===== src/rtl/core/msitw_pkg.sv =====
// Shared constants for the multi-slot interval timer with watchdog.
package msitw_pkg;

    localparam int SLOTS       = 8;
    localparam int COUNT_WIDTH = 32;
    localparam int SLOT_IW     = (SLOTS > 1) ? $clog2(SLOTS) : 1;

    // watchdog count never passes limit + 1 (limit is 16 bits)
    localparam int WD_W        = 17;

    localparam int OP_W        = 3;
    localparam int SLOT_W      = 3;
    localparam int IVAL_W      = 32;
    localparam int STATUS_W    = 2;
    localparam int IDX_W       = 3;
    localparam int MASK_W      = 8;
    localparam int TICK_W      = 32;
    localparam int LIMIT_W     = 16;

    localparam int S_DATA_W    = 40;
    localparam int M_DATA_W    = 48;
    localparam int CFG_IDX_W   = 8;
    localparam int CFG_DATA_W  = 16;

    localparam logic [OP_W-1:0] OP_TICK  = 3'd0;
    localparam logic [OP_W-1:0] OP_REG   = 3'd1;
    localparam logic [OP_W-1:0] OP_UNREG = 3'd2;
    localparam logic [OP_W-1:0] OP_REARM = 3'd3;
    localparam logic [OP_W-1:0] OP_KICK  = 3'd4;

    localparam logic [STATUS_W-1:0] ST_OK     = 2'd0;
    localparam logic [STATUS_W-1:0] ST_NOSLOT = 2'd1;
    localparam logic [STATUS_W-1:0] ST_HALTED = 2'd2;

    localparam logic [CFG_IDX_W-1:0] CFG_WD_ENABLE = 8'd0;
    localparam logic [CFG_IDX_W-1:0] CFG_WD_LIMIT  = 8'd1;

    localparam logic [LIMIT_W-1:0] WD_LIMIT_RST = 16'd1000;

    typedef logic [COUNT_WIDTH-1:0] count_t;

endpackage


===== src/rtl/core/multi_slot_interval_timer_watchdog_core.sv =====
// Top level: eight-slot interval timer with watchdog, one word in, one word out.
//
//  port group   dir   content
//  s_axis       in    command word: op, slot, interval
//  m_axis       out   result word: status, slot_index, expired_mask, watchdog_fired, tick_count
//  cfg          in    register write: index, data
//
//  One word per cycle unless m_ stalls: an input register, one pass of slot/watchdog logic, an output register.
//  m_tvalid comes from the output register, loaded as the input register advances; all eight slots update in parallel.
//  Reset (aresetn low, synchronous) frees all slots, clears watchdog, tick count and halt.
//  A stalled m_ side holds the result word and the input register backs up into s_tready.
module multi_slot_interval_timer_watchdog_core (
    input  logic                               aclk,
    input  logic                               aresetn,
    input  logic                               s_tvalid,
    output logic                               s_tready,
    // [2:0] op, [5:3] slot, [37:6] interval, [39:38] zero
    input  logic [msitw_pkg::S_DATA_W-1:0]     s_tdata,
    output logic                               m_tvalid,
    input  logic                               m_tready,
    // [1:0] status, [4:2] slot_index, [12:5] expired_mask, [13] watchdog_fired,
    // [45:14] tick_count, [47:46] zero
    output logic [msitw_pkg::M_DATA_W-1:0]     m_tdata,
    input  logic                               cfg_valid,
    output logic                               cfg_ready,
    input  logic [msitw_pkg::CFG_IDX_W-1:0]    cfg_index,
    input  logic [msitw_pkg::CFG_DATA_W-1:0]   cfg_data
);

    localparam int SLOTS = msitw_pkg::SLOTS;
    localparam int CW    = msitw_pkg::COUNT_WIDTH;

    // configuration
    logic                              wd_enable_reg;
    logic [msitw_pkg::LIMIT_W-1:0]     wd_limit_reg;

    // input register
    logic                              in_valid_reg;
    logic [msitw_pkg::OP_W-1:0]        in_op_reg;
    logic [msitw_pkg::SLOT_W-1:0]      in_slot_reg;
    logic [msitw_pkg::IVAL_W-1:0]      in_ival_reg;

    // block state
    logic                              active_reg [SLOTS];
    logic                              active_next [SLOTS];
    msitw_pkg::count_t                 ival_reg [SLOTS];
    msitw_pkg::count_t                 ival_next [SLOTS];
    msitw_pkg::count_t                 cnt_reg [SLOTS];
    msitw_pkg::count_t                 cnt_next [SLOTS];
    msitw_pkg::count_t                 cnt_inc [SLOTS];
    logic [msitw_pkg::WD_W-1:0]        wd_cnt_reg;
    logic [msitw_pkg::WD_W-1:0]        wd_cnt_next;
    logic [msitw_pkg::WD_W-1:0]        wd_inc;
    logic [msitw_pkg::TICK_W-1:0]      ticks_reg;
    logic [msitw_pkg::TICK_W-1:0]      ticks_next;
    logic                              halted_reg;
    logic                              halted_next;

    // result
    logic [msitw_pkg::STATUS_W-1:0]    res_status;
    logic [msitw_pkg::IDX_W-1:0]       res_idx;
    logic [msitw_pkg::MASK_W-1:0]      res_mask;
    logic                              res_fired;
    logic                              free_found;
    logic [msitw_pkg::SLOT_IW-1:0]     free_idx;

    logic                              out_valid_reg;
    logic [msitw_pkg::M_DATA_W-1:0]    out_data_reg;

    logic                              advance;

    assign advance   = in_valid_reg && (!out_valid_reg || m_tready);
    assign s_tready  = aresetn && (!in_valid_reg || advance);
    assign cfg_ready = aresetn;
    assign m_tvalid  = out_valid_reg;
    assign m_tdata   = out_data_reg;
    assign wd_inc    = wd_cnt_reg + 1'b1;

    always_ff @(posedge aclk) begin
        if (!aresetn) begin
            wd_enable_reg <= 1'b0;
            wd_limit_reg  <= msitw_pkg::WD_LIMIT_RST;
        end else if (cfg_valid) begin
            unique case (cfg_index)
                msitw_pkg::CFG_WD_ENABLE: wd_enable_reg <= cfg_data[0];
                msitw_pkg::CFG_WD_LIMIT:  wd_limit_reg  <= cfg_data;
                default: ;
            endcase
        end
    end

    always_ff @(posedge aclk) begin
        if (!aresetn) begin
            in_valid_reg <= 1'b0;
        end else if (s_tready) begin
            in_valid_reg <= s_tvalid;
        end
    end

    always_ff @(posedge aclk) begin
        if (s_tready && s_tvalid) begin
            in_op_reg   <= s_tdata[2:0];
            in_slot_reg <= s_tdata[5:3];
            in_ival_reg <= s_tdata[37:6];
        end
    end

    always_comb begin
        free_found = 1'b0;
        free_idx   = '0;
        res_idx    = '0;
        for (int i = SLOTS - 1; i >= 0; i--) begin
            if (!active_reg[i]) begin
                free_found = 1'b1;
                free_idx   = msitw_pkg::SLOT_IW'(i);
                res_idx    = msitw_pkg::IDX_W'(i);
            end
        end
    end

    always_comb begin
        for (int i = 0; i < SLOTS; i++) begin
            active_next[i] = active_reg[i];
            ival_next[i]   = ival_reg[i];
            cnt_next[i]    = cnt_reg[i];
            cnt_inc[i]     = cnt_reg[i] + 1'b1;
        end
        wd_cnt_next = wd_cnt_reg;
        ticks_next  = ticks_reg;
        halted_next = halted_reg;
        res_status  = msitw_pkg::ST_OK;
        res_mask    = '0;
        res_fired   = 1'b0;
        if (halted_reg) begin
            res_status = msitw_pkg::ST_HALTED;
        end else begin
            case (in_op_reg)
                msitw_pkg::OP_TICK: begin
                    if (wd_enable_reg) begin
                        wd_cnt_next = wd_inc;
                        if (wd_inc > {1'b0, wd_limit_reg}) begin
                            halted_next = 1'b1;
                            res_status  = msitw_pkg::ST_HALTED;
                            res_fired   = 1'b1;
                        end
                    end
                    if (!halted_next) begin
                        ticks_next = ticks_reg + 1'b1;
                        for (int i = 0; i < SLOTS; i++) begin
                            if (active_reg[i]) begin
                                if (cnt_inc[i] >= ival_reg[i]) begin
                                    cnt_next[i] = '0;
                                    if (i < msitw_pkg::MASK_W) begin
                                        res_mask[i] = 1'b1;
                                    end
                                end else begin
                                    cnt_next[i] = cnt_inc[i];
                                end
                            end
                        end
                    end
                end
                msitw_pkg::OP_REG: begin
                    if (free_found) begin
                        active_next[free_idx] = 1'b1;
                        ival_next[free_idx]   = CW'(in_ival_reg);
                        cnt_next[free_idx]    = '0;
                    end else begin
                        res_status = msitw_pkg::ST_NOSLOT;
                    end
                end
                msitw_pkg::OP_UNREG: begin
                    for (int i = 0; i < SLOTS; i++) begin
                        if (i < 8 && in_slot_reg == msitw_pkg::SLOT_W'(i)) begin
                            active_next[i] = 1'b0;
                        end
                    end
                end
                msitw_pkg::OP_REARM: begin
                    for (int i = 0; i < SLOTS; i++) begin
                        if (i < 8 && in_slot_reg == msitw_pkg::SLOT_W'(i) && active_reg[i]) begin
                            if (in_ival_reg == '0) begin
                                active_next[i] = 1'b0;
                            end else begin
                                ival_next[i] = CW'(in_ival_reg);
                            end
                        end
                    end
                end
                msitw_pkg::OP_KICK: begin
                    wd_cnt_next = '0;
                end
                default: ;
            endcase
        end
    end

    always_ff @(posedge aclk) begin
        if (!aresetn) begin
            for (int i = 0; i < SLOTS; i++) begin
                active_reg[i] <= 1'b0;
            end
            wd_cnt_reg <= '0;
            ticks_reg  <= '0;
            halted_reg <= 1'b0;
        end else if (advance) begin
            for (int i = 0; i < SLOTS; i++) begin
                active_reg[i] <= active_next[i];
            end
            wd_cnt_reg <= wd_cnt_next;
            ticks_reg  <= ticks_next;
            halted_reg <= halted_next;
        end
    end

    always_ff @(posedge aclk) begin
        if (advance) begin
            for (int i = 0; i < SLOTS; i++) begin
                ival_reg[i] <= ival_next[i];
                cnt_reg[i]  <= cnt_next[i];
            end
        end
    end

    always_ff @(posedge aclk) begin
        if (!aresetn) begin
            out_valid_reg <= 1'b0;
        end else if (advance) begin
            out_valid_reg <= 1'b1;
        end else if (m_tready) begin
            out_valid_reg <= 1'b0;
        end
    end

    always_ff @(posedge aclk) begin
        if (advance) begin
            out_data_reg <= {2'b00, ticks_next, res_fired, res_mask,
                (res_status == msitw_pkg::ST_OK && in_op_reg == msitw_pkg::OP_REG && !halted_reg)
                    ? res_idx : msitw_pkg::IDX_W'(0),
                res_status};
        end
    end

endmodule


===== config.mk =====
export PLATFORM = sky130hd
export DESIGN_NAME = multi_slot_interval_timer_watchdog_core
export DESIGN_NICKNAME = d
export VERILOG_FILES = /design/src/rtl/core/msitw_pkg.sv /design/src/rtl/core/multi_slot_interval_timer_watchdog_core.sv
export SDC_FILE = /design/constraint.sdc
export NUM_CORES = 1
export LEC_CHECK = 0
export BUFFER_PORTS_ARGS = -buffer_cell sky130_fd_sc_hd__buf_4
export CORE_ASPECT_RATIO = 0.75
export CORE_MARGIN = 2
export CORE_UTILIZATION = 30
export CTS_CLUSTER_SIZE = 24
export DETAILED_ROUTE_END_ITERATION = 6
export PLACE_DENSITY = 0.51
export RECOVER_POWER = 50
export SETUP_SLACK_MARGIN = 0.4
export SLEW_MARGIN = 20
export SYNTH_ARGS = -nofsm -noshare
export SYNTH_HDL_FRONTEND = slang
export SYNTH_SLANG_ARGS = --single-unit

===== constraint.sdc =====
create_clock -name aclk -period 16.86 [get_ports aclk]
set_input_delay 3.372 -clock aclk [delete_from_list [all_inputs] [get_ports aclk]]
set_output_delay 3.372 -clock aclk [all_outputs]
set_load 0.05 [all_outputs]

# After elaboration in Yosys (flattened, before gate mapping)
# Memory sizes are Yosys's and may differ from the RTL's.
# Cells that the tools add are included.
[word_totals] romBits=0 ramBits=520 out_inout_bits=51 n_memories=3 latch_bits=0 regBits=153
[memory_table] memory="cnt_reg" depth=8 width=32 rd=8 rd_ports_with_merged_regs=0 write_ports=8 line_no="multi_slot_interval_timer_watchdog_core.sv:48" text="msitw_pkg::count_t cnt_reg [SLOTS];"
[memory_table] memory="ival_reg" depth=8 width=32 rd=8 rd_ports_with_merged_regs=0 write_ports=8 line_no="multi_slot_interval_timer_watchdog_core.sv:46" text="msitw_pkg::count_t ival_reg [SLOTS];"
[memory_table] memory="active_reg" depth=8 width=1 rd=8 rd_ports_with_merged_regs=0 write_ports=8 line_no="multi_slot_interval_timer_watchdog_core.sv:44" text="logic active_reg [SLOTS];"
[classes] eq_ne=13 n_reduce_logical=38 shift=0 mux=126 add_sub_neg=10 mul=0 order_cmp=11 div=0 bitwise_logic=22
[ops] cell="$mux W256" count=5
[ops] cell="$mux W32" count=36
[ops] cell="$pmux W256 S2" count=2
[ops] cell="$add A32 B1 Y32 const B" count=9
[ops] cell="$and A256 B256 Y256" count=1
[ops] cell="$bwmux W256" count=1
[ops] cell="$ge A32 B32 Y1" count=8
[ops] cell="$not A256 Y256" count=1
[ops] cell="$demux W32 S3" count=1
[ops] cell="$mux W1" count=63
[ops] cell="$pmux W17 S2" count=1
[ops] cell="$logic_not A32 Y1" count=1
[ops] cell="$reduce_or A4 Y1" count=8
[ops] cell="$mux W3" count=8
[ops] cell="$pmux W8 S3" count=1
[ops] cell="$add A17 B1 Y17 const B" count=1
[ops] cell="$gt A17 B16 Y1" count=1
[ops] cell="$mux W17" count=1
[ops] cell="$mux W8" count=2
[ops] cell="$eq A3 B3 Y1 const B" count=5
[ops] cell="$logic_and A1 B1 Y1" count=14
[ops] cell="$eq A3 B2 Y1 const B" count=4
[ops] cell="$not A1 Y1" count=10
[ops] cell="$eq A8 B1 Y1 const B" count=1
[ops] cell="19 further kinds" count=35

# Logic depth before layout (Yosys ltp)
# An unclocked memory read counts as a cell.
[logic_depth] depth_word=19 ltp_mapped=18 ltp_nobuf=15

# Worst setup path after synthesis
# OpenSTA, ideal clock, no wires.
[synth_path] path_kind="input port to output port" startpoint="in aresetn" endpoint="out s_tready" t_arrival_ns=4.558 path_stages=3 setup_slack_ns=8.930 t_required_ns=13.488 cell_sequence="clkbuf_1 > inv_1 > a21oi_1"
[synth_between] elab_chain_len=1
[synth_lines] element="start, declared" line_no="multi_slot_interval_timer_watchdog_core.sv:14" text="input logic aresetn,"
[synth_lines] element="$logic_and A1 B1 Y1" line_no="multi_slot_interval_timer_watchdog_core.sv:73" text="assign s_tready = aresetn && (!in_valid_reg || advance);"
[synth_lines] element="end, declared" line_no="multi_slot_interval_timer_watchdog_core.sv:16" text="output logic s_tready,"
# No other way between the ends.

# Worst setup path after layout
# Ends and elaborated chain as after synthesis.

==> qor.log <==
qor: die.die_boundary_width 424.4 µm
qor: yosys.netlist_area 0.03977 mm²
qor: routing.final_antenna_net_count 0
qor: run_status.run_status finished, violations left
qor: sta.timing_max_transition_violations_final 416
qor: pwr.power.share.sequential 50.3%
qor: die.ioPinCount 120
qor: clock_tree.cts_clock_pin_slew_for_the_worst_setup_and_hold_paths 60 ps
qor: sta.finalHoldViolCount 0
qor: yosys.synthArstFlopShare 0%
qor: pwr.switching_portion_of_total_power 23.56%
qor: clock_tree.cts_buffer_depth 3
qor: worst_setup_path.r2r-end cnt_reg[0][114]$_DFFE_PP_
qor: worst_setup_path.reg2reg_setup_slack 10,390 ps
qor: grt.grt_pass1_wl 171,700 µm
qor: routing.routed_via_density 5.076
qor: yosys.synth-edff-count 604
qor: routing.routed_wire_length_per_instance 19.57 µm
qor: routing.vias 29,070
qor: yosys.yosys.area.top_type_share 45.60%
qor: clock_tree.clk_root_buffer_cell sky130_fd_sc_hd__clkbuf_16
qor: grt.grt_overflow 0
qor: worst_setup_path.worst-setup-path-type primary input to output port
qor: layout.area_growth_syn_to_layout 13.14%
qor: yosys.synthTopCellsByArea sky130_fd_sc_hd__edfxtp_1 (46%), sky130_fd_sc_hd__ha_1 (8.9%), sky130_fd_sc_hd__xnor2_1 (4.0%)
qor: clock_tree.worst_skew_pair.late_latency 670 ps
qor: sta.hold_slack_final 476.4 ps
qor: die.floorplan.initialDensity 30.28%
qor: layout.multi_input_area 0.01855 mm²
qor: clock_tree.clock_tree_from_tritoncts yes
qor: sta.rsz_0062_raised_after_global_routing no
qor: die.design.die.area 0.1355 mm²
qor: layout.final_instance_area 0.04500 mm²
qor: flow_run.timing.max_cap.violations 12
qor: sta.final-setup-viol-count 0
qor: sta.post-route-min-period 8870 ps
qor: clock_tree.cts_hold_buffers 0
qor: yosys.netlist_instances 3,795
qor: placed_design.port_buffers 115
qor: worst_setup_path.cp_data_required_time 13,490 ps
qor: yosys.seq_area_frac_synth 49.08%
qor: routing.totalWireLength 112,100 µm
qor: pwr.static-leakage-power 0.01727 µW
qor: worst_setup_path.crit_path_end_kind output port
qor: yosys.synth_top_cell_by_area sky130_fd_sc_hd__edfxtp_1
qor: worst_setup_path.critical_path.startpoint_type primary input
qor: sta.final.setup.tns 0 ps
qor: sta.tightestPinTransition 3321 ps
qor: placed_design.hpwl 71,930 µm
qor: yosys.ys_warn_count 0
qor: clock_tree.cts_setup_buffers 0
qor: grt.antenna_found_initial 28
qor: grt.number_of_global_route_vias_before_repair 27,600
qor: yosys.synthesis.area_per_instance 10.48 µm²
qor: placed_design.pre_cts_slack 9272 ps
qor: routing.first_drt_pass_iteration_count 7
qor: die.core.rowCount 115
qor: pwr.worst_ir_drop_vdd 60.52 µV
qor: die.coreArea 0.1314 mm²
qor: worst_setup_path.cp_data_arrival_time 5500 ps
qor: sta.final.period_utilization 52.61%
qor: pwr.switchingPower 864.7 µW
qor: grt.grt_start_max_net_pins 60
qor: sta.worst_clock_skew 32.73 ps
qor: layout.drive_above_1_share 7.112%
qor: yosys.synth_seq_cells 673
qor: placed_design.gpl.final_weighted_congestion 0.8131
qor: hold_path.min_path_type flip-flop to flip-flop
qor: worst_setup_path.crit_fanout 29
qor: worst_setup_path.worstRegToRegCells 15
qor: layout.final-seq-area 0.01952 mm²
qor: clock_tree.tritoncts.num_buffers 73
qor: pwr.clock_power_share 44.3%
qor: worst_setup_path.worstReg2RegStart cnt_reg[0][96]$_DFFE_PP_
qor: sta.post-route-worst-setup-slack 7990 ps
qor: layout.fill_cells 13,290
qor: run_status.violations capacitance limit, slew limit
qor: routing.drt_iter0_markers 2,770
qor: layout.finalNetCount 4,244
qor: grt.gr-usage-all-layers 16.47%
qor: worst_setup_path.beginning_of_the_critical_path aresetn
qor: sta.fmax 112.7 MHz
qor: placed_design.postPlaceCellArea 0.04293 mm²
qor: yosys.ys.flop_type sky130_fd_sc_hd__edfxtp_1
qor: clock_tree.post_cts_resize_count 0
qor: yosys.yosysUniqueCellTypes 77
qor: pwr.internal-power 2806 µW
qor: worst_setup_path.crit_end s_tready
qor: sta.timing.slew.headroom -121.4%
qor: clock_tree.cts.sinks 673
qor: routing.drc_errors 0
qor: pwr.comb_power_share 5.3%
qor: clock_tree.htree_num_levels 3
qor: pwr.power_density 81.58 mW/mm²
qor: die.die-height 319.3 µm
-- per-layer routing --
metal	share of wire [%]	vias to the layer above	GRT usage (%)
met5	0	-	0.4255
met3	6.8	129	2.818
met2	44	802	25.31
li1	-	14080	-
met4	2.0	0	3.820
met1	48	14050	23.93
-- power groups by stage --
| stage | clock (µW) | combinational, µW | sequential, µW |
|---|---|---|---|
| global route | 1730 | 213 | 1850 |
| global placement | 0 | 203 | 1880 |
| detailed placement | 0 | 205 | 1880 |
| floorplan | 0 | 98.5 | 1900 |
| finish | 1630 | 196 | 1850 |
| CTS | 1670 | 205 | 1850 |
-- worst min-delay path by stage --
stage / start / end / slack [ps] / depth (start not counted)
after CTS: wd_limit_reg[7]$_SDFFE_PN1P_ / wd_limit_reg[7]$_SDFFE_PN1P_ / 480 / 2
after detailed placement: wd_limit_reg[7]$_SDFFE_PN1P_ / wd_limit_reg[7]$_SDFFE_PN1P_ / 460 / 2
final: wd_limit_reg[6]$_SDFFE_PN1P_ / wd_limit_reg[6]$_SDFFE_PN1P_ / 480 / 2
after floorplan: wd_limit_reg[3]$_SDFFE_PN1P_ / wd_limit_reg[3]$_SDFFE_PN1P_ / 440 / 2
after global placement: wd_limit_reg[5]$_SDFFE_PN1P_ / wd_limit_reg[5]$_SDFFE_PN1P_ / 460 / 2
after global routing: ticks_reg[30]$_SDFFE_PN0P_ / ticks_reg[30]$_SDFFE_PN0P_ / 520 / 2
-- layout by cell type (no fill, tap or decap), types with 94 or more instances in the layout --
cell type,synthesis,final
sky130_fd_sc_hd__a21oi_1,148,147
sky130_fd_sc_hd__and2_1,250,132
sky130_fd_sc_hd__inv_1,305,303
sky130_fd_sc_hd__xnor2_1,181,181
sky130_fd_sc_hd__nand4_1,106,106
sky130_fd_sc_hd__ha_1,282,282
sky130_fd_sc_hd__nor2_1,218,206
sky130_fd_sc_hd__xor2_1,94,94
sky130_fd_sc_hd__a22o_1,134,134
sky130_fd_sc_hd__edfxtp_1,604,604
sky130_fd_sc_hd__nand3_1,166,166
sky130_fd_sc_hd__and2_0,3,119
sky130_fd_sc_hd__nand2_1,272,273
-- worst max-delay path: stages --
cell and delay, ps:
sky130_fd_sc_hd__clkbuf_1 1360, sky130_fd_sc_hd__clkinv_1 290, sky130_fd_sc_hd__a21oi_1 240, sky130_fd_sc_hd__buf_4 230
-- Yosys cell counts (50+ instances only) --
master	instances
sky130_fd_sc_hd__and2_1	250
sky130_fd_sc_hd__edfxtp_1	604
sky130_fd_sc_hd__nand4_1	106
sky130_fd_sc_hd__and3_1	72
sky130_fd_sc_hd__ha_1	282
sky130_fd_sc_hd__xor2_1	94
sky130_fd_sc_hd__a221o_1	50
sky130_fd_sc_hd__nor3_1	90
sky130_fd_sc_hd__nand2_1	272
sky130_fd_sc_hd__xnor2_1	181
sky130_fd_sc_hd__a21o_1	65
sky130_fd_sc_hd__a22o_1	134
sky130_fd_sc_hd__a21oi_1	148
sky130_fd_sc_hd__clkbuf_1	144
sky130_fd_sc_hd__dfxtp_1	69
sky130_fd_sc_hd__nor2_1	218
sky130_fd_sc_hd__o21ai_0	86
sky130_fd_sc_hd__inv_1	305
sky130_fd_sc_hd__nand3_1	166
-- cell type report --
| cell class | instances | share of cell area (%) |
|---|---|---|
| Tap cell | 1755 | 4.880 |
| Antenna cell | 21 | 0.1168 |
| Clock inverter | 34 | 0.6145 |
| Sequential cell | 673 | 43.38 |
| Multi-Input combinational cell | 2647 | 41.21 |
| Inverter | 305 | 2.544 |
| Timing Repair Buffer | 193 | 2.700 |
| Clock buffer | 99 | 4.555 |
-- cells by family after synthesis --
kind of cell,Yosys count,share of synthesized area [%]
multiplexers,32,0.8148
XOR/XNOR,275,6.056
AO/OA/AOI/OAI,635,11.47
other,1,0.009428
AND/OR/NAND/NOR,1421,19.11
flip-flops,673,49.08
adder cells (fa/ha/maj),282,8.871
buffers and inverters,476,4.590
-- metrics by stage --
stage / utilization, % / cells / power [µW]
detailed placement: 32.68 / 5572 / 2087
finish: 34.25 / 5727 / 3671
CTS: 34.45 / 5705 / 3727
floorplan: - / 3796 / 1994
global route: 34.23 / 5714 / 3794
global placement: 32.66 / 5571 / 2085
Note: power is estimated with default switching activity, not from simulation.
